<file path="src/rtl/fbfl_pkg.sv">
`timescale 1ns / 1ps
// fbfl_pkg: shared types and constants for the fixed buffer free list.
// No dependencies; imported by fixed_buffer_free_list.
package fbfl_pkg;

    // Default pool geometry
    localparam int DEF_MAX_BUFFERS = 256;
    localparam int DEF_NODE_BYTES  = 16;

    // Fixed field widths
    localparam int CMD_W    = 2;
    localparam int BIDX_W   = 8;
    localparam int ADDR_W   = 32;
    localparam int CNT_W    = 9;
    localparam int FREE_W   = 16;
    localparam int CFG_IDX_W = 1;

    // Free counter ceiling and reported count ceiling
    localparam logic [FREE_W-1:0] FREE_CAP = 16'hFFFF;
    localparam logic [CNT_W-1:0]  OUT_CAP  = 9'd511;

    // Configuration register indexes
    localparam logic [CFG_IDX_W-1:0] CFG_REGION_BASE  = 1'b0;
    localparam logic [CFG_IDX_W-1:0] CFG_REGION_BYTES = 1'b1;

    // Commands
    typedef enum logic [CMD_W-1:0] {
        CMD_BUILD   = 2'd0,
        CMD_ALLOC   = 2'd1,
        CMD_RELEASE = 2'd2,
        CMD_NONE    = 2'd3
    } t_cmd;

    // Control states, one-hot
    typedef enum logic [3:0] {
        S_IDLE   = 4'b0001,
        S_ALLOC  = 4'b0010,
        S_FINISH = 4'b0100,
        S_BUILD  = 4'b1000
    } t_state;

endpackage

</file>
<file path="src/rtl/fbfl_link_ram.sv">
`timescale 1ns / 1ps
// fbfl_link_ram: next-index link memory, one write port, one registered read port.
// Depends on nothing beyond its parameters.
module fbfl_link_ram #(
    parameter int DEPTH = 256,
    parameter int AW    = 8,
    parameter int DW    = 9
) (
    input  logic          i_clk,
    input  logic          i_we,
    input  logic [AW-1:0] i_waddr,
    input  logic [DW-1:0] i_wdata,
    input  logic          i_re,
    input  logic [AW-1:0] i_raddr,
    output logic [DW-1:0] o_rdata
);

    logic [DW-1:0] r_mem [DEPTH];
    logic [DW-1:0] r_rdata;

    // Write port
    always_ff @(posedge i_clk) begin
        if (i_we) begin
            r_mem[i_waddr] <= i_wdata;
        end
    end

    // Read port, data held until the next read
    always_ff @(posedge i_clk) begin
        if (i_re) begin
            r_rdata <= r_mem[i_raddr];
        end
    end

    assign o_rdata = r_rdata;

endmodule

</file>
<file path="src/rtl/fixed_buffer_free_list.sv">
`timescale 1ns / 1ps
// Pool of fixed-size buffers kept as a LIFO free list in a next-index link memory.
// An allocate reads the link memory at the head when accepted and takes the new head
// from the registered read data in S_ALLOC; a release or unused command goes through
// S_FINISH. A build walks the link memory one entry per cycle through its single write
// port, linking as many buffers as fit, then loads its result. One command is in flight
// at a time; the next is accepted as soon as the result sits in the output register,
// while that result may still wait to be taken. The link memory needs no clearing pass
// after reset, since no command can read an entry that was not first written.
// Depends on fbfl_pkg and fbfl_link_ram.
module fixed_buffer_free_list #(
    parameter int MAX_BUFFERS = fbfl_pkg::DEF_MAX_BUFFERS,
    parameter int NODE_BYTES  = fbfl_pkg::DEF_NODE_BYTES
) (
    input  logic                             i_clk,
    input  logic                             i_rst_n,
    // configuration
    input  logic                             i_cfg_we,
    input  logic [fbfl_pkg::CFG_IDX_W-1:0]   i_cfg_index,
    input  logic [fbfl_pkg::ADDR_W-1:0]      i_cfg_data,
    // command channel
    input  logic                             i_in_valid,
    output logic                             o_in_ready,
    input  logic [fbfl_pkg::CMD_W-1:0]       i_command,
    input  logic [fbfl_pkg::BIDX_W-1:0]      i_buffer_index,
    // result channel
    output logic                             o_out_valid,
    input  logic                             i_out_ready,
    output logic                             o_ok,
    output logic [fbfl_pkg::BIDX_W-1:0]      o_granted_index,
    output logic [fbfl_pkg::ADDR_W-1:0]      o_granted_address,
    output logic [fbfl_pkg::CNT_W-1:0]       o_free_count,
    output logic [fbfl_pkg::CNT_W-1:0]       o_total_count
);
    import fbfl_pkg::*;

    localparam int AW = (MAX_BUFFERS > 1) ? $clog2(MAX_BUFFERS) : 1;
    localparam int LW = $clog2(MAX_BUFFERS + 1);
    localparam logic [LW-1:0]     LIST_EMPTY = LW'(MAX_BUFFERS);
    localparam logic [LW-1:0]     LAST_IDX   = LW'(MAX_BUFFERS - 1);
    localparam logic [ADDR_W-1:0] NODE_B     = ADDR_W'(NODE_BYTES);
    localparam logic [ADDR_W-1:0] TWO_NODE_B = ADDR_W'(2 * NODE_BYTES);

    // Configuration registers
    logic [ADDR_W-1:0] r_region_base;
    logic [ADDR_W-1:0] r_region_bytes;

    // Control and list state
    t_state            r_state, n_state;
    logic [LW-1:0]     r_head, n_head;
    logic [FREE_W-1:0] r_free, n_free;
    logic [LW-1:0]     r_pool, n_pool;
    logic [ADDR_W-1:0] r_abase, n_abase;

    // Per-command working registers
    t_cmd              r_cmd, n_cmd;
    logic [BIDX_W-1:0] r_idx, n_idx;
    logic [ADDR_W-1:0] r_off, n_off;
    logic [ADDR_W-1:0] r_rem, n_rem;
    logic [LW-1:0]     r_bidx, n_bidx;

    // Output register
    logic              r_out_valid;
    logic              r_ok;
    logic [BIDX_W-1:0] r_gidx;
    logic [ADDR_W-1:0] r_gaddr;
    logic [CNT_W-1:0]  r_free_cnt;
    logic [CNT_W-1:0]  r_total_cnt;

    // Link memory port signals
    logic          w_we;
    logic [AW-1:0] w_waddr;
    logic [LW-1:0] w_wdata;
    logic          w_re;
    logic [AW-1:0] w_raddr;
    logic [LW-1:0] w_rdata;

    // Datapath helpers
    logic              w_slot_free;
    logic              w_load;
    logic              w_res_ok;
    logic [BIDX_W-1:0] w_res_gidx;
    logic [ADDR_W-1:0] w_res_gaddr;
    logic [ADDR_W-1:0] w_abase;
    logic [1:0]        w_pad;
    logic [ADDR_W-1:0] w_rest;
    logic              w_more;
    logic              w_last;
    logic              w_in_pool;

    fbfl_link_ram #(
        .DEPTH (MAX_BUFFERS),
        .AW    (AW),
        .DW    (LW)
    ) u_link_ram (
        .i_clk   (i_clk),
        .i_we    (w_we),
        .i_waddr (w_waddr),
        .i_wdata (w_wdata),
        .i_re    (w_re),
        .i_raddr (w_raddr),
        .o_rdata (w_rdata)
    );

    assign o_in_ready  = (r_state == S_IDLE);
    assign w_slot_free = !r_out_valid || i_out_ready;

    // Alignment of the region and the usable size
    assign w_abase = (r_region_base + ADDR_W'(3)) & ~ADDR_W'(3);
    assign w_pad   = 2'(2'd0 - r_region_base[1:0]);
    assign w_rest  = (r_region_bytes >= ADDR_W'(w_pad)) ?
                     (r_region_bytes - ADDR_W'(w_pad)) : '0;

    // Build walk: one more node fits, and whether it is the final one
    assign w_more = (r_rem >= NODE_B) && (r_bidx != LIST_EMPTY);
    assign w_last = (r_rem < TWO_NODE_B) || (r_bidx == LAST_IDX);

    assign w_in_pool = (32'(r_idx) < 32'(r_pool));

    // Command sequencing
    always_comb begin
        n_state     = r_state;
        n_head      = r_head;
        n_free      = r_free;
        n_pool      = r_pool;
        n_abase     = r_abase;
        n_cmd       = r_cmd;
        n_idx       = r_idx;
        n_off       = r_off;
        n_rem       = r_rem;
        n_bidx      = r_bidx;
        w_we        = 1'b0;
        w_waddr     = '0;
        w_wdata     = '0;
        w_re        = 1'b0;
        w_raddr     = AW'(r_head);
        w_load      = 1'b0;
        w_res_ok    = 1'b0;
        w_res_gidx  = '0;
        w_res_gaddr = '0;
        unique case (r_state)
            S_IDLE: begin
                if (i_in_valid) begin
                    n_cmd = t_cmd'(i_command);
                    n_idx = i_buffer_index;
                    n_off = ADDR_W'(r_head) * NODE_B;
                    case (t_cmd'(i_command))
                        CMD_BUILD: begin
                            n_abase = w_abase;
                            n_rem   = w_rest;
                            n_bidx  = '0;
                            n_state = S_BUILD;
                        end
                        CMD_ALLOC: begin
                            w_re    = (r_head != LIST_EMPTY);
                            n_state = S_ALLOC;
                        end
                        default: begin
                            n_state = S_FINISH;
                        end
                    endcase
                end
            end
            S_ALLOC: begin
                if (w_slot_free) begin
                    w_load  = 1'b1;
                    n_state = S_IDLE;
                    if (r_head != LIST_EMPTY) begin
                        // pop: new head from the link, old head marked as taken
                        w_res_ok    = 1'b1;
                        w_res_gidx  = BIDX_W'(r_head);
                        w_res_gaddr = r_abase + r_off;
                        n_head      = w_rdata;
                        w_we        = 1'b1;
                        w_waddr     = AW'(r_head);
                        w_wdata     = LIST_EMPTY;
                        n_free      = (r_free != '0) ? (r_free - 1'b1) : r_free;
                    end
                end
            end
            S_FINISH: begin
                if (w_slot_free) begin
                    w_load  = 1'b1;
                    n_state = S_IDLE;
                    if ((r_cmd == CMD_RELEASE) && w_in_pool) begin
                        // push onto the head
                        w_res_ok = 1'b1;
                        w_we     = 1'b1;
                        w_waddr  = AW'(r_idx);
                        w_wdata  = r_head;
                        n_head   = LW'(r_idx);
                        n_free   = (r_free != FREE_CAP) ? (r_free + 1'b1) : r_free;
                    end
                end
            end
            S_BUILD: begin
                if (w_more) begin
                    w_we    = 1'b1;
                    w_waddr = AW'(r_bidx);
                    w_wdata = w_last ? LIST_EMPTY : (r_bidx + 1'b1);
                    n_rem   = r_rem - NODE_B;
                    n_bidx  = r_bidx + 1'b1;
                end else if (w_slot_free) begin
                    w_load   = 1'b1;
                    n_state  = S_IDLE;
                    w_res_ok = (r_bidx != '0);
                    n_pool   = r_bidx;
                    n_free   = FREE_W'(r_bidx);
                    n_head   = (r_bidx == '0) ? LIST_EMPTY : '0;
                end
            end
            default: begin
                n_state = S_IDLE;
            end
        endcase
    end

    // Configuration writes
    always_ff @(posedge i_clk) begin
        if (!i_rst_n) begin
            r_region_base  <= '0;
            r_region_bytes <= '0;
        end else if (i_cfg_we) begin
            case (i_cfg_index)
                CFG_REGION_BASE:  r_region_base  <= i_cfg_data;
                CFG_REGION_BYTES: r_region_bytes <= i_cfg_data;
                default: ;
            endcase
        end
    end

    // Control state
    always_ff @(posedge i_clk) begin
        if (!i_rst_n) begin
            r_state     <= S_IDLE;
            r_head      <= LIST_EMPTY;
            r_free      <= '0;
            r_pool      <= '0;
            r_abase     <= '0;
            r_out_valid <= 1'b0;
        end else begin
            r_state <= n_state;
            r_head  <= n_head;
            r_free  <= n_free;
            r_pool  <= n_pool;
            r_abase <= n_abase;
            if (w_load) begin
                r_out_valid <= 1'b1;
            end else if (i_out_ready) begin
                r_out_valid <= 1'b0;
            end
        end
    end

    // Working and result payload
    always_ff @(posedge i_clk) begin
        r_cmd  <= n_cmd;
        r_idx  <= n_idx;
        r_off  <= n_off;
        r_rem  <= n_rem;
        r_bidx <= n_bidx;
        if (w_load) begin
            r_ok        <= w_res_ok;
            r_gidx      <= w_res_gidx;
            r_gaddr     <= w_res_gaddr;
            r_free_cnt  <= (n_free > FREE_W'(OUT_CAP)) ? OUT_CAP : CNT_W'(n_free);
            r_total_cnt <= (32'(n_pool) > 32'(OUT_CAP)) ? OUT_CAP : CNT_W'(n_pool);
        end
    end

    assign o_out_valid       = r_out_valid;
    assign o_ok              = r_ok;
    assign o_granted_index   = r_gidx;
    assign o_granted_address = r_gaddr;
    assign o_free_count      = r_free_cnt;
    assign o_total_count     = r_total_cnt;

    // Checks
    a_pool_bound: assert property (@(posedge i_clk) disable iff (!i_rst_n)
        32'(r_pool) <= 32'(MAX_BUFFERS))
        else $error("pool size above capacity");

    a_head_needs_pool: assert property (@(posedge i_clk) disable iff (!i_rst_n)
        (r_head != LIST_EMPTY) |-> (r_pool != '0))
        else $error("list head set with an empty pool");

    a_idle_no_write: assert property (@(posedge i_clk) disable iff (!i_rst_n)
        (r_state == S_IDLE) |-> !w_we)
        else $error("link memory written while idle");

    a_alloc_read: assert property (@(posedge i_clk) disable iff (!i_rst_n)
        ((r_state == S_ALLOC) && $past(r_state == S_IDLE) && (r_head != LIST_EMPTY))
        |-> $past(w_re))
        else $error("allocate without link read");

    a_build_in_range: assert property (@(posedge i_clk) disable iff (!i_rst_n)
        ((r_state == S_BUILD) && w_we) |-> (r_bidx != LIST_EMPTY))
        else $error("build write beyond pool");

endmodule
</file>
<file path="config.mk">
export PLATFORM = sky130hd
export DESIGN_NAME = fixed_buffer_free_list
export DESIGN_NICKNAME = d
export VERILOG_FILES = /design/src/rtl/fbfl_pkg.sv /design/src/rtl/fbfl_link_ram.sv /design/src/rtl/fixed_buffer_free_list.sv
export SDC_FILE = /design/constraint.sdc
export NUM_CORES = 2
export LEC_CHECK = 0
export BUFFER_PORTS_ARGS = -buffer_cell sky130_fd_sc_hd__buf_2
export CORE_MARGIN = 1
export CORE_UTILIZATION = 50
export DETAILED_ROUTE_END_ITERATION = 12
export PLACE_DENSITY_LB_ADDON = 0.3
export SLEW_MARGIN = 0
export SYNTH_ARGS = -nofsm -noshare
export SYNTH_HDL_FRONTEND = slang
export SYNTH_HIERARCHICAL = 1
export SYNTH_SLANG_ARGS = --single-unit
</file>
<file path="constraint.sdc">
create_clock -name i_clk -period 10.25 [get_ports i_clk]
set_input_delay 0 -clock i_clk [delete_from_list [all_inputs] [get_ports i_clk]]
set_output_delay 0 -clock i_clk [all_outputs]
set_load 0.01 [all_outputs]
</file>
==> results.cfg <==
[placed_design]
gp_congestion = 0.918
dp_hpwl_mm = 165
dp.cells = 8215
place.port_buffers = 106

[worst_setup_path]
reg2reg_from = r_rem[16]
startpoint_type = flip-flop
cp.buffers_inverters = 2
critPathMaxStageDelay_ps = 940
criticalPathCategory = flip-flop to flip-flop
ff2ff_path_depth = 10
crit_slowest_cell = nand4_1
critical_path.top_delay_family = simple AND/OR/NAND/NOR gates
worst_ep_arrival_time_ps = 6600
rr_endpoint = u_link_ram/r_mem[142][2]
path_cells = or3_1 > or4_1 > o41ai_4 > nor2_1 > buf_4 > a221o_1 > nor2b_1 > nand4_1 > buf_4 > nor2_1
end_kind = flip-flop
worstPathMaxFanout = 10
critPathRequiredTime_ps = 10730
r2r_setup_slack_ps = 4130

[grt]
use_met2_pct = 40.2
antenna_found_initial = 9
use_met3_pct = 4.77
grt_max_degree = 210
grt-busiest-layer = met2
grt_use_total_pct = 25.9
use_met1_pct = 37.0
grt_pass1_vias = 55383
grt-ovfl-total = 0
grt_first_pass_wirelength_mm = 387

[clocking]
cts.htree.levels = 4
root_buffer = clkbuf_16
cts_tree = yes
cts_buffers = 240
worstSkewPairLatency_ps = 900
cts_setup_buffers = 0
path_clk_slew_ps = 60
clk_path_buf_depth = 3
clock-sinks = 2563

[detailed_routing]
dr_total_vias = 56996
drt-initial-drc-count = 7927
wire_per_inst_um = 30.7
first_pass_iters = 6
wirelength_mm = 269
drc = 0
detail-route-antenna-nets = 0
via_per_inst = 6.49

[worst_hold_path]
worstHoldStart = i_rst_n
min_to = r_head[8]
holdPathStages = 3
hp-class = input pin to flip-flop

[die]
die_height_um = 454
dieArea_um2 = 207000
core_um2 = 203000
pin_count = 109
fp.dieW_um = 454
initial_core_util_pct = 50.5
num_rows = 165

[cells_and_area]
final_common_cell = edfxtp_1
drive_above_1_share_pct = 18.4
layout_common_cells = 2,430 x edfxtp_1, 467 x mux4_2, 443 x nor2_1
area_growth_pct = 11.9
fillCellCount = 14984
final-instance-count-excl-fill = 8779
num-nets-final = 5966

[yosys]
synth-seq-cells = 2563
syn_area_um2 = 102000
avgSynthCellArea_um2 = 18.0
synth_cells = 5677
synth-warning-count = 6
synth-async-reset-ratio_pct = 0
yosysSeqAreaShare_pct = 73.9
synth_ff_type = edfxtp_1
ys_types = 98
synth_edf_count = 2430

[timing]
period_share_pct = 59.7
fin_setup_tns_ps = 0
rsz0062_at_grt = false
worst_pin_slew_ps = 1440
fmax_ghz = 0.164
fin_crit_ps = 6120
hold_viol = 0
setup_viol = 0
relSlewSlack_pct = 3.27
final-max-slew-violation-count = 0
finalClockSkew_ps = 65.6

[flow_run]
cap_violations = 0

[power]
vdd_drop_max_uv = 177
p_per_area_nw_per_um2 = 185
leakage_nw = 38.2

[run_status]
outcome = complete, no violations
-- stage by stage --
step	total power (W)	setup WS [ps]	hold WS [ps]	cell area [um^2]	util, %
after detailed placement	0.0123	4250	182	105000	52.0
after global routing	0.0217	3900	102	115000	56.5
after CTS	0.0213	4220	19.4	115000	56.5
after global placement	0.0122	3840	179	105000	52.0
final	0.0212	4130	83.9	115000	56.5
after floorplan	0.0120	3760	98.9	102000	-
-- power by group --
group	switching (W)	internal, W
logic	0.000428	0.000251
registers	0.0000500	0.0113
clock network	0.00390	0.00520
-- area by class of cell --
type                    count  area (um^2)  share of cell area, %
flip-flops and latches   2563        75600                   66.0
multi-input cells        2733        24900                   21.8
clock buffers             285         6280                   5.48
well taps                2672         3340                   2.92
repair buffers            312         2410                   2.11
clock inverters           167         1800                   1.57
inverters                  40          151                  0.132
diodes                      7         17.5                 0.0153
-- worst min-delay path, stage by stage --
cell and delay (ps):
dlygate4sd3_1 530, buf_2 290, nand2_1 110
-- state kept, by name, indices dropped and copies added, names as in the netlist --
register and flops:
o_free_count 9, o_granted_address 30, o_granted_index 8, o_ok 1, o_out_valid 1, o_total_count 9, r_abase 30, r_bidx 9
r_cmd 2, r_free 16, r_head 9, r_idx 8, r_off 9, r_pool 9, r_region_base 32, r_region_bytes 32
r_rem 32, r_state 4, u_link_ram/o_rdata 9, u_link_ram/r_mem 2304
-- cell usage after synthesis (18+ instances only) --
master,count,area (um^2)
mux2i_1,183,1830
o221ai_1,38,333
a22oi_1,180,1350
buf_2,55,275
o21ai_0,69,345
buf_6,26,293
a21oi_1,205,1030
nand3_1,68,340
and2_1,26,163
buf_4,31,233
ha_1,26,325
mux2_2,23,259
clkbuf_1,196,736
nor2_1,448,1680
mux4_2,467,10500
xor2_1,49,429
inv_1,38,143
dfxtp_1,133,2660
o22ai_1,92,576
nand4_1,33,206
nor3_1,72,360
nor2b_1,35,219
and3_1,26,163
a31oi_1,18,113
nand2_1,259,972
edfxtp_1,2430,73000
xnor2_1,59,517
nor4_1,48,300
a211oi_1,55,413
-- cells by family (layout without fill, tap and decap cells) --
family                     after synthesis  after routing  synth area share (%)
DFF                                   2563           2563                  73.9
xor gates and xnor gates               108            108                 0.924
buffers and inverters                  382            804                  1.98
muxes                                  685            685                  12.6
and+or+nand+nor                       1111           1111                  5.00
AOI/OAI and AO/OA                      799            799                  5.28
other                                    1              9               0.00366
adders and majority gates               28             28                 0.357
-- repair_timing --
action,4_1_cts,5_1_grt
hold buffers,105,0
setup endpoints to repair,0,0
hold endpoints to repair,178,0
resized for setup,0,0
-- how the worst max path moves through the flow --
| stage | start | to | slack (ps) | depth (start not counted) |
|---|---|---|---|---|
| finish | r_rem[16] | u_link_ram/r_mem[142][2] | 4130 | 10 |
| detailed placement | r_rem[16] | u_link_ram/r_mem[50][5] | 4250 | 10 |
| global route | r_rem[16] | u_link_ram/r_mem[142][2] | 3900 | 10 |
| CTS | r_rem[16] | u_link_ram/r_mem[50][2] | 4220 | 10 |
| floorplan | r_rem[5] | u_link_ram/r_mem[0][7] | 3760 | 8 |
| global placement | r_head[0] | u_link_ram/o_rdata[0] | 3840 | 8 |
-- per-layer routing --
layer / vias to the layer above / share of wire [%]
met5: - / 0.0052
met4: 2 / 3.4
met3: 500 / 10
met2: 3350 / 47
met1: 29716 / 40
li1: 23428 / -
Note: power is estimated with default switching activity, not from simulation.
